### config.mk
export PLATFORM = sky130hd
export DESIGN_NAME = npm_fifo
export DESIGN_NICKNAME = d
export VERILOG_FILES = /design/src/hw/rtl/npm_fifo.sv
export SDC_FILE = /design/constraint.sdc
export NUM_CORES = 1
export LEC_CHECK = 0
export ABC_AREA = 1
export ABC_CLOCK_PERIOD_IN_PS = 4300
export BUFFER_PORTS_ARGS = -buffer_cell sky130_fd_sc_hd__buf_2
export CAP_MARGIN = 20
export CORE_MARGIN = 4
export CORE_UTILIZATION = 30
export CTS_BUF_LIST = sky130_fd_sc_hd__clkbuf_16
export CTS_CLUSTER_SIZE = 40
export DETAILED_ROUTE_END_ITERATION = 12
export PLACE_DENSITY = 0.51
export SLEW_MARGIN = 20
export SYNTH_ARGS = -nofsm -noshare
export SYNTH_HDL_FRONTEND = slang
export SYNTH_SLANG_ARGS = --single-unit
### constraint.sdc
create_clock -name i_clk -period 4.3 [get_ports i_clk]
set_clock_uncertainty 0.15 [all_clocks]
set_input_delay 0.43 -clock i_clk [delete_from_list [all_inputs] [get_ports i_clk]]
set_output_delay 0.43 -clock i_clk [all_outputs]
set_load 0.1 [all_outputs]
### src/hw/rtl/npm_fifo.sv
// npm_fifo: two-entry queue used between the front, the scan engine and the result port
// depends on nothing
module npm_fifo #(
    parameter int WIDTH = 8
) (
    input  logic             i_clk,
    input  logic             i_rst_n,
    input  logic             i_push,
    input  logic [WIDTH-1:0] i_data,
    input  logic             i_pop,
    output logic [WIDTH-1:0] o_data,
    output logic             o_empty,
    output logic             o_full
);

    logic [WIDTH-1:0] r_mem [2];
    logic             r_wptr;
    logic             r_rptr;
    logic [1:0]       r_cnt;
    logic             do_push;
    logic             do_pop;

    assign o_empty = (r_cnt == 2'd0);
    assign o_full  = (r_cnt == 2'd2);
    assign do_push = i_push && !o_full;
    assign do_pop  = i_pop && !o_empty;
    assign o_data  = r_mem[r_rptr];

    always_ff @(posedge i_clk) begin
        if (!i_rst_n) begin
            r_wptr <= 1'b0;
            r_rptr <= 1'b0;
            r_cnt  <= 2'd0;
        end else begin
            if (do_push) begin
                r_wptr <= ~r_wptr;
            end
            if (do_pop) begin
                r_rptr <= ~r_rptr;
            end
            case ({do_push, do_pop})
                2'b10:   r_cnt <= r_cnt + 2'd1;
                2'b01:   r_cnt <= r_cnt - 2'd1;
                default: r_cnt <= r_cnt;
            endcase
        end
    end

    always_ff @(posedge i_clk) begin
        if (do_push) begin
            r_mem[r_wptr] <= i_data;
        end
    end

endmodule

* Word level (Yosys, flattened, before mapping)
Memory sizes are Yosys's and may differ from the RTL's. A register that Yosys moved wholly into a read port is not among the register bits.
Index checks and enable logic that the tools add are counted.
** Word-level totals
- Register bits :: 4
- Bits in writable memories :: 16
- Bits of input ports :: 12
- Memories kept :: 1
** Cells by class
- $add $sub $neg :: 2
- Equal/unequal tests :: 3
- Muxes and demuxes :: 5
- Bitwise logic cells :: 2
- Reduce and logical (&&, ||, !) cells :: 6
** Memories
- r_mem :: words 2, width 8, rd ports 1, clocked after Yosys merged registers in 1, write ports 1, line 16 : logic [WIDTH-1:0] r_mem [2];
** Operators with widths (count)
- $eq A2 B2 Y1 const B :: 2
- $mux W1 :: 4
- $pmux W2 S2 :: 1
- $add A2 B1 Y2 const B :: 1
- $eq A2 B1 Y1 const B :: 1
- $logic_and A1 B1 Y1 :: 2
- $logic_not A1 Y1 :: 2
- $logic_not A2 Y1 :: 1
- $not A1 Y1 :: 2
- $reduce_bool A2 Y1 :: 1
- $sub A2 B1 Y2 const B :: 1

* Longest topological paths before layout
- Word-level depth :: 5
- Gate-level depth with buffers :: 10
- Gate-level depth less buffers :: 10

* Worst setup path after synthesis
No wires, ideal clock.
- Path kind :: register to register
- From :: register r_cnt[1]
- To :: register r_cnt[1]
- Setup time :: 64 ps
- Arrival time :: 1932 ps
- Path slack :: 2154 ps
- Cell stages (with the launch flop) :: 11
- Path buffers :: 0
- Period minus slack after synthesis :: 2146 ps
- Path through :: dfxtp_1 inv_1 nor2_2 nor2_2 inv_1 ha_1 inv_1 nand2_1 nor2_1 nor2_1 nor2_1
** On the way
- Cells in the longest elaborated chain, start to end :: 5
- Elaborated cells between the ends (all ways) :: 12
- Classes of those cells :: 2 x add/sub; 3 x eq/ne; 1 x mux; 6 x reduce/logical
** Ends and longest elaborated chain
- start: declaration :: line 19 : logic [1:0] r_cnt;
- start signal: assignment :: line 42 : 2'b10: r_cnt <= r_cnt + 2'd1;
- start signal: assignment :: line 43 : 2'b01: r_cnt <= r_cnt - 2'd1;
- start signal: assignment :: line 44 : default: r_cnt <= r_cnt;
- $eq A2 B2 Y1 (*) :: line 24 : assign o_full = (r_cnt == 2'd2);
- named net o_full :: line 13 : output logic o_full
- $logic_not A1 Y1 (*) :: line 25 : assign do_push = i_push && !o_full;
- $logic_and A1 B1 Y1 (*) :: line 25
- $eq A2 B1 Y1 or $eq A2 B2 Y1 (tied branches) :: line 41 : case ({do_push, do_pop})
- $pmux W2 S2 or $reduce_bool A2 Y1 (tied branches)
The timed path passes the listed nets; every way through them passes the cells marked *.
A chain may end at the register's enable or synchronous reset.

==> results.txt <==
H-tree depth - 1
Initial DRC count - 6
Top post-synthesis cells by area - edfxtp_1 57%, dfxtp_1 12%, mux2_2 11%
Worst hold start - i_data[4]
Seq/Total Area, Yosys - 69.15%
Max-slew violations - 0
Post-CTS setup buffers - 0
Total track usage - 8.623%
Number of synthesized register bits - 21
Final ANT Viol Nets - 0
Worst VDD drop - 0.0003551 V
RSZ-0062 raised after global routing - no
Final non-filler cell total - 119
Synth cell count leaders - 16 x edfxtp_1, 9 x nor2_1, 8 x mux2_2
Crit Path Max Fanout - 8
Via Count - 513
Crit-path cells - mux2_2, buf_2
Hold path depth - 1
CTS Sinks - 21
Routed len/inst - 11.40 um
Vias per inst - 4.311
Count of final hold-check violations - 0
Worst slew pin tran - 0.7060 ns
Post-synth top flop - edfxtp_1
Rows - 18
TNS Setup - 0 ns
Period utilization - 47.41%
Largest net degree at the start of global routing - 13
Synthesized instance count - 65
DRC Markers - 0
Final setup violating endpoints - 0
Die area - 0.003709 mm2
Syn nets - 78
Share of layout cells above drive strength 1 - 44.94%
Antenna violations before repair - 0
FF-to-FF End - r_mem[0][0]$_DFFE_PP_
Nature of the critical path startpoint - flop
Post-DP HPWL - 1.042 mm
Fillers - 259
Cell Area, Synth - 839.6 um2
Antenna cell count - 0
Syn avg cell area - 12.92 um2
Synth cell types - 16
CP endpoint kind - output port
Hold crit path type - primary input to flop
R2R cell count - 4
Power Density - 706.2 mW/mm2
Placed cells - 115
Cts hold-fix bufs - 0
WS Path Type - flop to output port
EDFF count, synth - 16
Worst path max stage delay - 0.54 ns
Final nets - 103
Clk buf depth - 2
Detailed Routing Iterations Pass 1 - 4
Cts bufs inserted - 3
Core area - 0.002567 mm2
Outcome - completed
Root buffer cell - clkbuf_16
Die Y - 60.90 um
Most common cell in the netlist - edfxtp_1
Die Width - 60.90 um
Hold EP - r_mem[0][4]$_DFFE_PP_
GRT overflow - 0
Post-CTS sizing - 0
Number of port buffers - 21
Initial Util - 32.70%
Worst reg2reg path startpoint - r_cnt[0]$_SDFFE_PN0P_
Pleak - 0.4481 nW
Hold Slack - 0.2186 ns
WP buf/inv - 1
Synth area leader - edfxtp_1
Highest clock rate - 490.6 MHz
CP required - 3.72 ns
Slew HR - 52.76%
Routed WL - 1.357 mm
First-pass GRT wire length - 2.187 mm
Slowest stage cell, crit path - dfxtp_1
# IOs - 22
Top cell type's share of synthesized area - 57.23%
Syn. warnings - 0
Max Cap Viol - 0
Worst reg2reg setup slack - 2.53 ns
Skew-Pair Late Insertion Delay - 0.25 ns
Syn-to-layout area delta - 25.93%
Crit path max-delay family - flip-flops
Vias in the first global route - 506
Final worst path period need - 2.039 ns
Post-synth ARST share - 0%
TritonCTS clock tree - yes
Worst-path clk slew - 0.05 ns
CP arrival - 1.46 ns
Total Power - 0.7466 mW
Placer Congestion - 0.6944
==> final cells by class <==
cell class	instances	area (um2)	area share, %
clock buffer	3	75.07	7.101
sequential	21	580.6	54.91
timing repair buffer	21	105.1	9.941
inverter	9	33.78	3.195
clock inverter	1	5.005	0.4734
multi-input combinational	34	220.2	20.83
tap	30	37.54	3.550
==> report_power, final <==
part | internal, mW | total, mW | switching (mW) | leakage, nW
clock | 0.125 | 0.190 | 0.0658 | 0.0409
sequential | 0.249 | 0.268 | 0.0190 | 0.191
combinational | 0.0563 | 0.288 | 0.232 | 0.216
total | 0.430 | 0.747 | 0.316 | 0.448
==> logic make-up after synthesis <==
kind of cell               share of synthesized area [%]
AOI/OAI and AO/OA                                  1.191
DFF                                                69.15
and+or+nand+nor                                    12.82
buffers and inverters                              4.620
muxes                                              10.73
adders and majority gates                          1.490
==> sequential cells by signal, indices dropped and copies added, names as in the netlist, named ones only <==
signal	count
r_cnt	2
r_mem	16
r_rptr	1
r_wptr	1
==> how the worst max path moves through the flow <==
stage,cells after the start,to,start
after CTS,2,o_data[4],flop
after floorplan,10,r_cnt[1]$_SDFFE_PN0P_,r_cnt[1]$_SDFFE_PN0P_
final,2,o_data[6],flop
after detailed placement,5,r_mem[0][0]$_DFFE_PP_,i_push
after global routing,2,o_data[3],flop
after global placement,5,r_mem[0][0]$_DFFE_PP_,i_push
==> per-layer routing <==
layer / GRT usage [%] / wire length, um / up-vias
li1: - / - / 265
met1: 9.272 / 560 / 226
met2: 13.89 / 630 / 18
met3: 2.340 / 119 / 4
met4: 7.430 / 46 / 0
met5: 0 / 0 / -
==> stage by stage <==
step / setup slack (ns) / util [%] / instance area [um2]
6_report: 2.261 / 41.18 / 1057
5_1_grt: 2.204 / 41.18 / 1057
4_1_cts: 2.226 / 41.18 / 1057
3_5_place_dp: 2.448 / 38.06 / 977.2
3_3_place_gp: 2.438 / 38.06 / 977.2
2_1_floorplan: 2.154 / - / 839.6
==> layout by cell type, fill, tap and decap left out, types with 2 or more instances in the layout <==
master	count
nor2_1	9
inv_1	7
edfxtp_1	16
nor2_2	3
mux2_2	8
buf_2	21
nand2_1	7
clkbuf_16	3
inv_2	2
dfxtp_1	5
Power figures use the tool's default switching activity.
