File: src/hw/rtl/npm_pkg.sv
// npm_pkg: shared constants and types of the nearest point height mapper
// used by the top level, npm_front and npm_scan under hw/rtl; depends on nothing
package npm_pkg;

    localparam int DEF_MAX_POINTS = 1024;
    localparam int DEF_COORD_BITS = 24;

    localparam int DIST_BITS      = 52;
    localparam int INDEX_BITS     = 10;
    localparam int FUNC_BITS      = 2;
    localparam int CFG_ADDR_BITS  = 1;

    localparam logic [FUNC_BITS-1:0] FUNC_LOAD  = 2'd0;
    localparam logic [FUNC_BITS-1:0] FUNC_QUERY = 2'd1;
    localparam logic [FUNC_BITS-1:0] FUNC_CLEAR = 2'd2;

    localparam logic [CFG_ADDR_BITS-1:0] CFG_MAX_DIST_SQ = 1'b0;
    localparam logic [CFG_ADDR_BITS-1:0] CFG_Z_OFFSET    = 1'b1;

    typedef struct packed {
        logic busy;
        logic result_push;
    } t_scan_status;

endpackage

File: src/hw/rtl/npm_front.sv
// npm_front: takes items, keeps point count and bounding box, writes the store
// and forwards classified queries; depends on npm_pkg
module npm_front #(
    parameter int MAX_POINTS = npm_pkg::DEF_MAX_POINTS,
    parameter int COORD_BITS = npm_pkg::DEF_COORD_BITS
) (
    input  logic                              i_clk,
    input  logic                              i_rst_n,
    input  logic                              i_push,
    output logic                              o_full,
    input  logic [npm_pkg::FUNC_BITS-1:0]     i_func,
    input  logic signed [COORD_BITS-1:0]      i_pos_x,
    input  logic signed [COORD_BITS-1:0]      i_pos_y,
    input  logic signed [COORD_BITS-1:0]      i_pos_z,
    input  npm_pkg::t_scan_status             i_scan_status,
    input  logic                              i_q_empty,
    input  logic                              i_q_full,
    output logic                              o_q_push,
    output logic [3*COORD_BITS+$clog2(MAX_POINTS+1):0] o_q_data,
    output logic                              o_wr_en,
    output logic [$clog2(MAX_POINTS)-1:0]     o_wr_addr,
    output logic [3*COORD_BITS-1:0]           o_wr_data
);

    localparam int CNTW = $clog2(MAX_POINTS + 1);
    localparam int IW   = $clog2(MAX_POINTS);

    logic                          r_hold_v;
    logic [npm_pkg::FUNC_BITS-1:0] r_func;
    logic signed [COORD_BITS-1:0]  r_x;
    logic signed [COORD_BITS-1:0]  r_y;
    logic signed [COORD_BITS-1:0]  r_z;
    logic [CNTW-1:0]               r_count;
    logic signed [COORD_BITS-1:0]  r_min_x;
    logic signed [COORD_BITS-1:0]  r_max_x;
    logic signed [COORD_BITS-1:0]  r_min_y;
    logic signed [COORD_BITS-1:0]  r_max_y;

    logic is_query;
    logic back_idle;
    logic retire;
    logic accept;
    logic store_full;
    logic in_box;
    logic do_load;

    assign is_query   = (r_func == npm_pkg::FUNC_QUERY);
    assign back_idle  = i_q_empty && !i_scan_status.busy;
    assign retire     = r_hold_v && (is_query ? !i_q_full : back_idle);
    assign o_full     = r_hold_v && !retire;
    assign accept     = i_push && !o_full;
    assign store_full = (r_count == CNTW'(MAX_POINTS));
    assign do_load    = retire && (r_func == npm_pkg::FUNC_LOAD) && !store_full;

    assign in_box = (r_count != '0) && (r_x >= r_min_x) && (r_x <= r_max_x)
                    && (r_y >= r_min_y) && (r_y <= r_max_y);

    assign o_q_push  = retire && is_query;
    assign o_q_data  = {r_x, r_y, r_z, (in_box ? r_count : CNTW'(0)), in_box};
    assign o_wr_en   = do_load;
    assign o_wr_addr = r_count[IW-1:0];
    assign o_wr_data = {r_x, r_y, r_z};

    always_ff @(posedge i_clk) begin
        if (!i_rst_n) begin
            r_hold_v <= 1'b0;
        end else if (accept) begin
            r_hold_v <= 1'b1;
        end else if (retire) begin
            r_hold_v <= 1'b0;
        end
    end

    always_ff @(posedge i_clk) begin
        if (accept) begin
            r_func <= i_func;
            r_x    <= i_pos_x;
            r_y    <= i_pos_y;
            r_z    <= i_pos_z;
        end
    end

    always_ff @(posedge i_clk) begin
        if (!i_rst_n) begin
            r_count <= '0;
            r_min_x <= '0;
            r_max_x <= '0;
            r_min_y <= '0;
            r_max_y <= '0;
        end else if (do_load) begin
            r_count <= r_count + CNTW'(1);
            if (r_count == '0) begin
                r_min_x <= r_x;
                r_max_x <= r_x;
                r_min_y <= r_y;
                r_max_y <= r_y;
            end else begin
                if (r_x < r_min_x) r_min_x <= r_x;
                if (r_x > r_max_x) r_max_x <= r_x;
                if (r_y < r_min_y) r_min_y <= r_y;
                if (r_y > r_max_y) r_max_y <= r_y;
            end
        end else if (retire && (r_func == npm_pkg::FUNC_CLEAR)) begin
            r_count <= '0;
            r_min_x <= '0;
            r_max_x <= '0;
            r_min_y <= '0;
            r_max_y <= '0;
        end
    end

endmodule

File: config.mk
export PLATFORM = sky130hd
export DESIGN_NAME = npm_front
export DESIGN_NICKNAME = d
export VERILOG_FILES = /design/src/hw/rtl/npm_pkg.sv /design/src/hw/rtl/npm_front.sv
export SDC_FILE = /design/constraint.sdc
export NUM_CORES = 1
export LEC_CHECK = 0
export BUFFER_PORTS_ARGS = -buffer_cell sky130_fd_sc_hd__buf_4
export CORE_ASPECT_RATIO = 1.75
export CORE_MARGIN = 2
export CORE_UTILIZATION = 30
export CTS_CLUSTER_DIAMETER = 50
export CTS_CLUSTER_SIZE = 24
export DETAILED_ROUTE_END_ITERATION = 6
export HOLD_SLACK_MARGIN = 0.03
export PLACE_DENSITY = 0.49
export SYNTH_ARGS = -nofsm -noshare
export SYNTH_HDL_FRONTEND = slang
export SYNTH_SLANG_ARGS = --single-unit
File: constraint.sdc
create_clock -name i_clk -period 7.4 [get_ports i_clk]
set_input_delay 0.37 -clock i_clk [delete_from_list [all_inputs] [get_ports i_clk]]
set_output_delay 0.37 -clock i_clk [all_outputs]
set_load 0.03 [all_outputs]
Yosys cells after proc, flatten, opt, wreduce, memory -nomap -nowiden
Index checks and enable logic that the tools add are counted.

Divide/modulo/power cells: 0. Equal/unequal tests: 7. $lt $le $gt $ge: 8. Shifts and indexed selects: 0. Reduce and logical (&&, ||, !) cells: 26. Mux-type cells: 19. $add $sub $neg: 1. Multiply operators: 0. Bitwise logic cells: 0.

Operator list (count): $mux 24 (13); $ge 24x24->1 (2); $gt 24x24->1 (2); $le 24x24->1 (2); $lt 24x24->1 (2); $mux 11 (3); $logic_and 1x1->1 (12); $ne 3x1->1 const B (4); $add 11x1->11 const B (1); $eq 11x11->1 const B (1); $logic_not 11->1 (1); $reduce_bool 11->1 (1); $reduce_and 2->1 (4); $logic_not 1->1 (5); $reduce_bool 2->1 (2); $mux 1 (3); $eq 2x1->1 const B (1); $eq 2x2->1 const B (1); $logic_not 2->1 (1).

Output and inout port bits: 169. RAM bits: 0. Input bits: 81. ROM bits: 0. Word-level logic and storage cells: 71. Register bits after elaboration: 182. Bits in latches: 0. Memories kept: 0.

Longest topological paths before layout
Gate-level depths: netlist (run 1).

Depth after elaboration: 9. Depth in mapped cells: 11. Mapped depth without buffers: 9.

Worst setup path before layout (run 1)
No wires, ideal clock.

Path kind: reg2reg. Start: register r_func[1] (netlist bit). End: register r_func[0] (netlist bit), enable pin. Data required time: 6.886 ns. Stages on the path, launching flop included: 4. Path buffers: 0. Period minus slack after synthesis: 4.787 ns. Data arrival time: 4.273 ns. Slack: 2.613 ns. Setup time: 0.514 ns. Path through: edfxtp_1 nand2b_1 o211a_1 nor2b_1.

Longest elaborated chain between the ends: 7.

Ends and longest elaborated chain: start: declaration (line npm_front.sv:29) `logic [npm_pkg::FUNC_BITS-1:0] r_func;`; start signal: assignment (line npm_front.sv:76) `r_func <= i_func;`; $eq 2x1->1 (line npm_front.sv:47) `assign is_query = (r_func == npm_pkg::FUNC_QUERY);`; $mux 1 (line npm_front.sv:49) `assign retire = r_hold_v && (is_query ? !i_q_full : back_idle);`; $logic_and 1x1->1 (line npm_front.sv:49); $logic_not 1->1 (line npm_front.sv:50) `assign o_full = r_hold_v && !retire;`; $logic_and 1x1->1 (line npm_front.sv:50); via o_full (line npm_front.sv:10) `output logic o_full,`; $logic_not 1->1 (line npm_front.sv:51) `assign accept = i_push && !o_full;`; $logic_and 1x1->1 (line npm_front.sv:51); via accept (line npm_front.sv:42) `logic accept;`.

The timed path passes the listed nets, and every way through them passes these cells. A chain may end at the register's enable or synchronous reset.

Worst setup path in the final report (run 1)
Start: register r_y[1]. End: output o_q_data[8].

Longest elaborated chain between the ends: 4. Elaborated cells on any way between the ends: 5. Those cells by class: order compare: 2; mux: 1; reduce/logical: 2.

Ends and longest elaborated chain: start: declaration (line npm_front.sv:31) `logic signed [COORD_BITS-1:0] r_y;`; start signal: assignment (line npm_front.sv:78) `r_y <= i_pos_y;`; $ge 24x24->1 (line npm_front.sv:56) `&& (r_y >= r_min_y) && (r_y <= r_max_y);`; $logic_and 1x1->1 (line npm_front.sv:56); $logic_and 1x1->1 (*) (line npm_front.sv:56); $mux 11 (*) (line npm_front.sv:59) `assign o_q_data = {r_x, r_y, r_z, (in_box ? r_count : CNTW'(0)), in_box};`; end: declaration (line npm_front.sv:19) `output logic [3*COORD_BITS+$clog2(MAX_POINTS+1):0] o_q_data,`.

Every way passes the cells marked *; elsewhere a longest branch is shown, timed or not.

==> results_dict.tcl, run 1 <==
set metrics [dict create \
    critPathCaptureType "output pin" \
    drive_above_1_share_pct 30.7 \
    cp-start-kind "flip-flop" \
    synth_cell_types 65 \
    htreeDepth 4 \
    vias_per_cell 4.81 \
    avgSynthCellArea_um2 10.6 \
    cp.arrival_ns 3.70 \
    synth_compound_area_share_pct 18.4 \
    design_area_um2 11700 \
    wl_met1_mm 9.15 \
    ys_ff_latch 182 \
    ant_nets 0 \
    cp_slowest_stage_delay_ns 0.81 \
    tns_ns 0 \
    syn-instance-count 888 \
    p_leak_nw 4.67 \
    grt_max_degree 50 \
    drc 0 \
    wl_per_cell_um 16.8 \
    drtPass1Iterations 5 \
    fin_skew_ns 0.0128 \
    cp_cell_sequence "ha_1, nor2b_1, o211ai_1, a21oi_1, o311ai_1, a21oi_1, o31ai_2, nor3_1, buf_4" \
    cts-hold-fix-buffers 0 \
    tightest_slew_ns 1.07 \
    vias 7000 \
    nNetsFinal 1231 \
    cts_buffer_depth 2 \
    crit_type "flip-flop to output pin" \
    synthToLayoutAreaGrowth_pct 23.7 \
    antenna_found_initial 0 \
    drt-total-wl_mm 24.5 \
    antennaDiodeCount 0 \
    critical_path_required_ns 7.03 \
    synth_edf_count 74 \
    drv_cap 0 \
    fin_crit_sh_pct 55.0 \
    clk_latency_ns 0.45 \
    rows 85 \
    yosys.area_share.adder_pct 13.0 \
    grt_overflow_total 0 \
    root_buffer "clkbuf_16" \
    grtUsageTotal_pct 14.8 \
    hold-worst-slack_ns 0.0885 \
    clock.fmax_mhz 246 \
    met3_length_um 828 \
    first_global_vias 7048 \
    cp_common_cell "a21oi_1" \
    dieArea_um2 32900 \
    core_area_um2 30800 \
    fp.dieW_um 138 \
    synth_top_family_by_area "compound AO/OA/AOI/OAI gates" \
    peakVddDrop_mv 0.169 \
    seq_area_frac_synth_pct 46.5 \
    postCtsSetupRepairBufs 0 \
    clock-sinks 182 \
    cts_resized 0 \
    ys.flop_type "dfxtp_1" \
    initial_utilization_pct 30.6 \
    synth_nets 1067 \
    synth_xor_area_share_pct 0 \
    cts.reportedPaths.clkPinSlew_ns 0.07 \
    rsz0062_at_grt "no" \
    hold_path.class "input pin to flip-flop" \
    dpl.hpwl_mm 17.8 \
    synth_area_um2 9440 \
    io_buffers 248 \
    grt_pass1_wl_mm 38.0 \
    dpl_cell_area_um2 11100 \
    slew_viol_final 0 \
    synth_warnings 0 \
    die_h_um 239 \
    wl_met2_mm 14.1 \
    io_pins 250 \
    slowest_stage "o31ai_2" \
    finalHoldViolCount 0 \
    synthMuxAreaShare_pct 0.106 \
    cts_tree "done" \
    relSlewSlack_pct 28.8 \
    p_per_area_nw_per_um2 206 \
    gp_congestion 0.783 \
    routed.top_layer "met4" \
    layout_min_cycle_time_ns 4.07 \
    finalSetupViolations 0 \
    outcome "finished clean" \
    drt_iter0_drc 261 \
    cts-buffers-inserted 17 \
    cp_max_fo 12 \
    synthArstFlopShare_pct 0 \
    yosys.area_share.simple_pct 9.43 \
]
[power breakdown]
group | total (mW) | leakage [nW] | internal, mW | switching (mW)
combinational | 0.338 | 2.80 | 0.131 | 0.206
sequential | 1.12 | 1.58 | 1.08 | 0.0424
clock | 0.947 | 0.294 | 0.538 | 0.410
total | 2.41 | 4.67 | 1.75 | 0.658
[cell usage after synthesis (all sizes together), types with 2 or more instances]
cell type    n  share of area (%)
dfxtp      108                 23
inv        105                4.2
buf        102                8.1
ha          98                 13
edfxtp      74                 24
nand2       70                2.8
a21oi       58                3.4
a22o        48                4.5
nor2        27                1.2
a32o        24                2.5
o32ai       23                3.6
nand4       21                1.4
o21ai       21                1.2
nor3        18               0.95
nand3       11               0.58
clkbuf       9               0.36
nor2b        7               0.46
a21o         6               0.48
and3         6               0.40
o211ai       6               0.53
nor4         4               0.33
a31oi        3               0.20
nand2b       3               0.20
nand3b       3               0.24
o22ai        3               0.27
a2111oi      2               0.19
a211o        2               0.19
a21boi       2               0.20
and2         2               0.15
o211a        2               0.21
o31ai        2               0.21
or2          2               0.13
[sequential cells by signal, indices dropped and copies added (netlist names)]
name	count
r_min_y	24
r_count	11
r_hold_v	1
r_min_x	24
r_x	24
r_y	24
r_func	2
r_max_y	24
r_max_x	24
r_z	24
[final cells by class]
class                      count  area (um^2)
sequential                   182         4380
clock inverter                11          123
fill                        3176        19200
tap                          391          489
clock buffer                  21          483
inverter                     106          398
timing repair buffer         256         1920
multi-input combinational    489         3870
[per-stage QoR]
| stage | util, % | setup slack [ns] | instances | power [mW] |
|---|---|---|---|---|
| global placement | 35.9 | 3.81 | 1424 | 1.49 |
| detailed placement | 35.9 | 3.74 | 1424 | 1.49 |
| CTS | 37.8 | 3.24 | 1456 | 2.45 |
| global route | 37.8 | 3.03 | 1456 | 2.52 |
| floorplan | - | 2.61 | 888 | 1.37 |
| finish | 37.8 | 3.33 | 1456 | 2.41 |
[critical path: cells and delay by family (launching register included)]
kind            cells  cell delay [ns]
simple gates        2             0.25
buf+inv             1             0.22
fa+ha+maj           1             0.35
compound gates      5             1.89
flops               1             0.52
[cell usage in the layout, fill, tap and decap left out, types with 3 or more instances in the layout]
cell type,count
dfxtp_1,108
a21oi_1,55
o21ai_2,3
a22o_1,46
nor2b_1,6
ha_1,98
o32ai_2,19
nand4_1,21
clkbuf_16,19
nand3b_1,3
a21o_1,6
clkinv_2,3
nor2_1,25
nor4_1,3
o211ai_1,5
a31oi_1,3
inv_1,104
edfxtp_1,74
nand3_1,11
o21ai_0,17
o32ai_1,4
nand2b_1,3
nor3_1,18
clkinv_4,3
a32o_1,24
nand2_1,69
buf_4,256
and3_1,6
[metal layers]
metal | vias to the layer above | global-route usage, %
met3 | 24 | 3.04
met2 | 147 | 29.5
met5 | - | 0
met1 | 3368 | 15.1
li1 | 3461 | -
met4 | 0 | 4.98
[path summary, 6_finish.rpt]
kind | start | slack [ns] | endpoint | cells after the start
max | r_y[1]$_DFFE_PP_ | 3.33 | o_q_data[8] | 9
min reg2reg | r_min_y[14]$_SDFFE_PN0P_ | 0.47 | r_min_y[14]$_SDFFE_PN0P_ | 1
min | i_pos_y[14] | 0.09 | r_y[14]$_DFFE_PP_ | 1
max reg2reg | r_y[11]$_DFFE_PP_ | 4.15 | r_max_y[0]$_SDFFE_PN0P_ | 8
[cell families (layout without fill, tap and decap cells)]
logic type                 after synthesis  in the layout
and+or+nand+nor                        181            181
muxes                                    1              1
buffers and inverters                  217            394
adders and majority gates               98             98
AOI/OAI and AO/OA                      209            209
DFF                                    182            182
Note: power is estimated with default switching activity, not from simulation.
==> inputs of run 2 (changes only) <==
==> constraint.sdc (replaced) <==
create_clock -name i_clk -period 4.3 [get_ports i_clk]
set_input_delay 0.215 -clock i_clk [delete_from_list [all_inputs] [get_ports i_clk]]
set_output_delay 0.215 -clock i_clk [all_outputs]
set_load 0.03 [all_outputs]
==> results_dict.tcl, run 2 (synthesized netlist as in run 1, its figures left out) <==
set metrics [dict create \
    hold_path.class "input pin to flip-flop" \
    crit_family "compound AO/OA/AOI/OAI gates" \
    drt-total-wl_mm 25.0 \
    gp_congestion 0.782 \
    io_buffers 248 \
    grt_overflow_total 0 \
    drv_cap 0 \
    critical_path_required_ns 4.09 \
    antenna_found_initial 1 \
    slowest_stage "a21oi_1" \
    drtPass1Iterations 5 \
    drive_above_1_share_pct 29.1 \
    wl_met2_mm 14.3 \
    grt_max_degree 49 \
    cp_num_cells 9 \
    cts_tree "done" \
    reg2reg_slack_ns 1.18 \
    routed.top_layer "met4" \
    clock-sinks 182 \
    cp_cell_sequence "ha_1, a21o_1, a21oi_1, a31oi_1, a2111oi_0, a21oi_1, a21oi_1, nor3_1, buf_4" \
    peakVddDrop_mv 0.290 \
    stdcell_count 1538 \
    fp.dieW_um 138 \
    hold_depth 3 \
    nNetsFinal 1311 \
    n_fill_cell 3060 \
    place_inst 1429 \
    tightest_slew_ns 1.12 \
    cts.reportedPaths.clkPinSlew_ns 0.07 \
    rows 85 \
    cp_common_cell "a21oi_1" \
    dpl.hpwl_mm 17.9 \
    p_per_area_nw_per_um2 330 \
    die_h_um 239 \
    fin_crit_sh_pct 89.8 \
    p_leak_nw 4.99 \
    postCtsSetupRepairBufs 0 \
    initial_utilization_pct 30.6 \
    worstSetupStartpoint "r_x[17]$_DFFE_PP_" \
    path_buf_inv 1 \
    cp-start-kind "flip-flop" \
    ant_nets 0 \
    postLayoutCoreUtil_pct 40.3 \
    fin_skew_ns 0.0109 \
    final_common_cell "buf_4" \
    layout_min_cycle_time_ns 3.86 \
    rr_worst_depth 9 \
    mostFrequentLayoutCells "261 x buf_4, 108 x dfxtp_1, 104 x inv_1" \
    root_buffer "clkbuf_16" \
    grtUsageTotal_pct 15.1 \
    wl_met1_mm 9.37 \
    crit_path_end "o_q_data[7]" \
    dieArea_um2 32900 \
    relSlewSlack_pct 25.5 \
    worstReg2RegStart "r_y[11]$_DFFE_PP_" \
    first_global_vias 7320 \
    slew_viol_final 0 \
    finalHoldViolCount 0 \
    core_area_um2 30800 \
    cts_resized 0 \
    drc 0 \
    met3_length_um 777 \
    outcome "finished clean" \
    cts_buffer_depth 2 \
    critPathCaptureType "output pin" \
    finalSetupViolations 0 \
    r2r-end "r_max_y[9]$_SDFFE_PN0P_" \
    cp_slowest_stage_delay_ns 0.90 \
    tns_ns 0 \
    hold-worst-slack_ns 0.118 \
    grt_pass1_wl_mm 38.9 \
    io_pins 250 \
    rsz0062_at_grt "no" \
    clk_latency_ns 0.45 \
    vias_per_cell 4.78 \
    cts-hold-fix-buffers 75 \
    drt_iter0_drc 299 \
    wl_per_cell_um 16.3 \
    crit_type "flip-flop to output pin" \
    cp.arrival_ns 3.65 \
    synthToLayoutAreaGrowth_pct 31.6 \
    htreeDepth 4 \
    clock.fmax_mhz 259 \
    vias 7353 \
    cp_max_fo 12 \
    cts-buffers-inserted 17 \
]
## run 2: cell count changes in the layout (fill, tap and decap cells not counted), moves of 2 or more
cell / before / now
inv_8: 0 / 3
clkbuf_16: 19 / 17
inv_6: 0 / 3
dlygate4sd3_1: 0 / 75
clkinv_2: 3 / 0
buf_4: 256 / 261
bufinv_16: 2 / 0
diode_2: 0 / 2
## run 2: worst reg2reg max path, delay by kind of cell, from the launching register on
family / cells / cell delay (ns)
fa+ha+maj: 1 / 0.37
simple gates: 4 / 1.44
compound gates: 3 / 0.39
buf+inv: 1 / 0.29
flops: 1 / 0.50
## run 2: layout make-up
| cell class | count | area (um^2) | area share, % |
|---|---|---|---|
| timing repair buffer | 336 | 2710 | 21.8 |
| multi-input combinational | 489 | 3870 | 31.2 |
| inverter | 106 | 398 | 3.20 |
| tap | 391 | 489 | 3.94 |
| antenna | 2 | 5.00 | 0.0403 |
| clock buffer | 19 | 443 | 3.57 |
| clock inverter | 13 | 118 | 0.947 |
| sequential | 182 | 4380 | 35.3 |
## run 2: metrics by stage
stage               total power, mW  setup slack (ns)  instance area (um^2)
floorplan                      2.36             0.923                  9440
global placement               2.56             0.935                 11100
detailed placement             2.57             0.875                 11100
CTS                            4.17             0.373                 12400
global route                   4.29             0.132                 12400
finish                         4.10             0.437                 12400
## run 2: power breakdown
group	total [mW]	switching (mW)	leakage, nW	internal (mW)
combinational	0.643	0.370	3.14	0.273
clock	1.53	0.750	0.267	0.775
sequential	1.93	0.0719	1.58	1.86
total	4.10	1.19	4.99	2.91
## run 2: how the worst min path moves through the flow
stage                start                 endpoint  slack, ns
6_report           i_rst_n  r_count[8]$_SDFFE_PN0P_       0.12
5_1_grt            i_rst_n  r_count[9]$_SDFFE_PN0P_       0.13
4_1_cts            i_rst_n  r_count[8]$_SDFFE_PN0P_       0.09
3_5_place_dp   i_pos_y[21]        r_y[21]$_DFFE_PP_       0.39
3_3_place_gp   i_pos_z[14]        r_z[14]$_DFFE_PP_       0.39
2_1_floorplan    i_func[0]      r_func[0]$_DFFE_PP_       0.31
## run 2: metal layers
layer | GRT usage [%] | vias up
met3 | 2.62 | 25
met5 | 0 | -
li1 | - | 3632
met4 | 6.62 | 0
met1 | 15.0 | 3546
met2 | 30.3 | 150
==> inputs of run 3 (changes only) <==
--- a/config.mk
+++ b/config.mk
@@ -13,7 +13,7 @@
 export CTS_CLUSTER_SIZE = 24
 export DETAILED_ROUTE_END_ITERATION = 6
 export HOLD_SLACK_MARGIN = 0.03
-export PLACE_DENSITY = 0.49
+export PLACE_DENSITY = 0.52
 export SYNTH_ARGS = -nofsm -noshare
 export SYNTH_HDL_FRONTEND = slang
 export SYNTH_SLANG_ARGS = --single-unit
==> results_dict.tcl, run 3 (synthesized netlist as in run 1, its figures left out) <==
set metrics [dict create \
    outcome "finished clean" \
    peakVddDrop_mv 0.285 \
    fin_skew_ns 0.00768 \
    clock.fmax_mhz 259 \
    final_common_cell "buf_4" \
    cts.reportedPaths.clkPinSlew_ns 0.07 \
    antenna_found_initial 1 \
    slew_viol_final 0 \
    synthToLayoutAreaGrowth_pct 32.7 \
    dpl.hpwl_mm 17.8 \
    dieArea_um2 32900 \
    clk_latency_ns 0.45 \
    first_global_vias 7200 \
    critPathCaptureType "output pin" \
    finalSetupViolations 0 \
    tns_ns 0 \
    grt_max_degree 49 \
    drv_cap 0 \
    cts-buffers-inserted 17 \
    clock-sinks 182 \
    relSlewSlack_pct 28.6 \
    ant_nets 0 \
    layout_min_cycle_time_ns 3.87 \
    p_leak_nw 5.03 \
    cp.arrival_ns 3.65 \
    wl_per_cell_um 16.2 \
    io_buffers 248 \
    grt_pass1_wl_mm 38.7 \
    core_area_um2 30800 \
    rsz0062_at_grt "no" \
    initial_utilization_pct 30.6 \
    cts_tree "done" \
    mostFrequentLayoutCells "260 x buf_4, 108 x dfxtp_1, 104 x inv_1" \
    vias_per_cell 4.76 \
    cts-hold-fix-buffers 75 \
    drc 0 \
    vias 7318 \
    htreeDepth 4 \
    dpl_worst_slack_ns 0.888 \
    io_pins 250 \
    p_per_area_nw_per_um2 349 \
    tightest_slew_ns 1.07 \
    drt_iter0_drc 291 \
    critical_path_required_ns 4.09 \
    n_fill_cell 3039 \
    cts_resized 0 \
    root_buffer "clkbuf_16" \
    grt_overflow_total 0 \
    hold_path.class "input pin to flip-flop" \
    gp_congestion 0.751 \
    postCtsSetupRepairBufs 0 \
    finalHoldViolCount 0 \
    dpl_cell_area_um2 11100 \
    die_h_um 239 \
    fp.dieW_um 138 \
    grtUsageTotal_pct 14.9 \
    drtPass1Iterations 4 \
    cp_max_fo 12 \
    cts_buffer_depth 2 \
    nNetsFinal 1310 \
    drive_above_1_share_pct 29.1 \
    fin_crit_sh_pct 89.9 \
    design_area_um2 12500 \
    drt-total-wl_mm 24.9 \
    crit_type "flip-flop to output pin" \
    rows 85 \
    cp-start-kind "flip-flop" \
    setup_slack_ns 0.432 \
]
## run 3: final cells by class
class	count	area (um^2)	share of cell area, %
timing repair buffer	335	2700	21.6
tap	391	489	3.91
multi-input combinational	489	3870	30.9
clock inverter	15	243	1.94
sequential	182	4380	35.0
inverter	106	398	3.18
clock buffer	17	425	3.40
antenna	1	2.50	0.0200
## run 3: power breakdown
group / switching [mW] / internal (mW)
Combinational: 0.370 / 0.273
Sequential: 0.0722 / 1.86
Clock: 0.744 / 1.05
Total: 1.19 / 3.18
## run 3: per-layer routing
metal	global-route usage (%)	vias up	routed length, um
met4	5.04	0	508
met3	3.25	28	929
met1	14.9	3504	9100
met2	30.0	165	14300
li1	-	3621	-
met5	0	-	0
## run 3: per-stage QoR
stage                     power [mW]  util [%]  hold slack [ns]  instances
final                           4.37      40.6            0.117       1536
after global routing            4.56      40.6            0.114       1536
after CTS                       4.45      40.6           0.0881       1535
after detailed placement        2.57      36.0            0.394       1428
after global placement          2.56      36.0            0.393       1428
after floorplan                 2.36         -            0.314        888
## run 3: worst paths after layout
path         slack (ns)                startpoint                        to  depth (start not counted)
max reg2reg        1.17         r_x[23]$_DFFE_PP_   r_min_x[9]$_SDFFE_PN0P_                          8
min reg2reg        0.47  r_min_y[16]$_SDFFE_PN0P_  r_min_y[16]$_SDFFE_PN0P_                          1
min                0.12                   i_rst_n   r_count[8]$_SDFFE_PN0P_                          3
max                0.43         r_x[17]$_DFFE_PP_               o_q_data[8]                          9
## run 3: worst max-delay path: stages (launching register included)
cell,delay [ns]
edfxtp_1,0.48
ha_1,0.37
a21o_1,0.18
a21oi_1,0.15
a31oi_1,0.09
a2111oi_0,0.43
a21oi_1,0.23
a21oi_1,0.87
nor3_1,0.17
buf_4,0.23
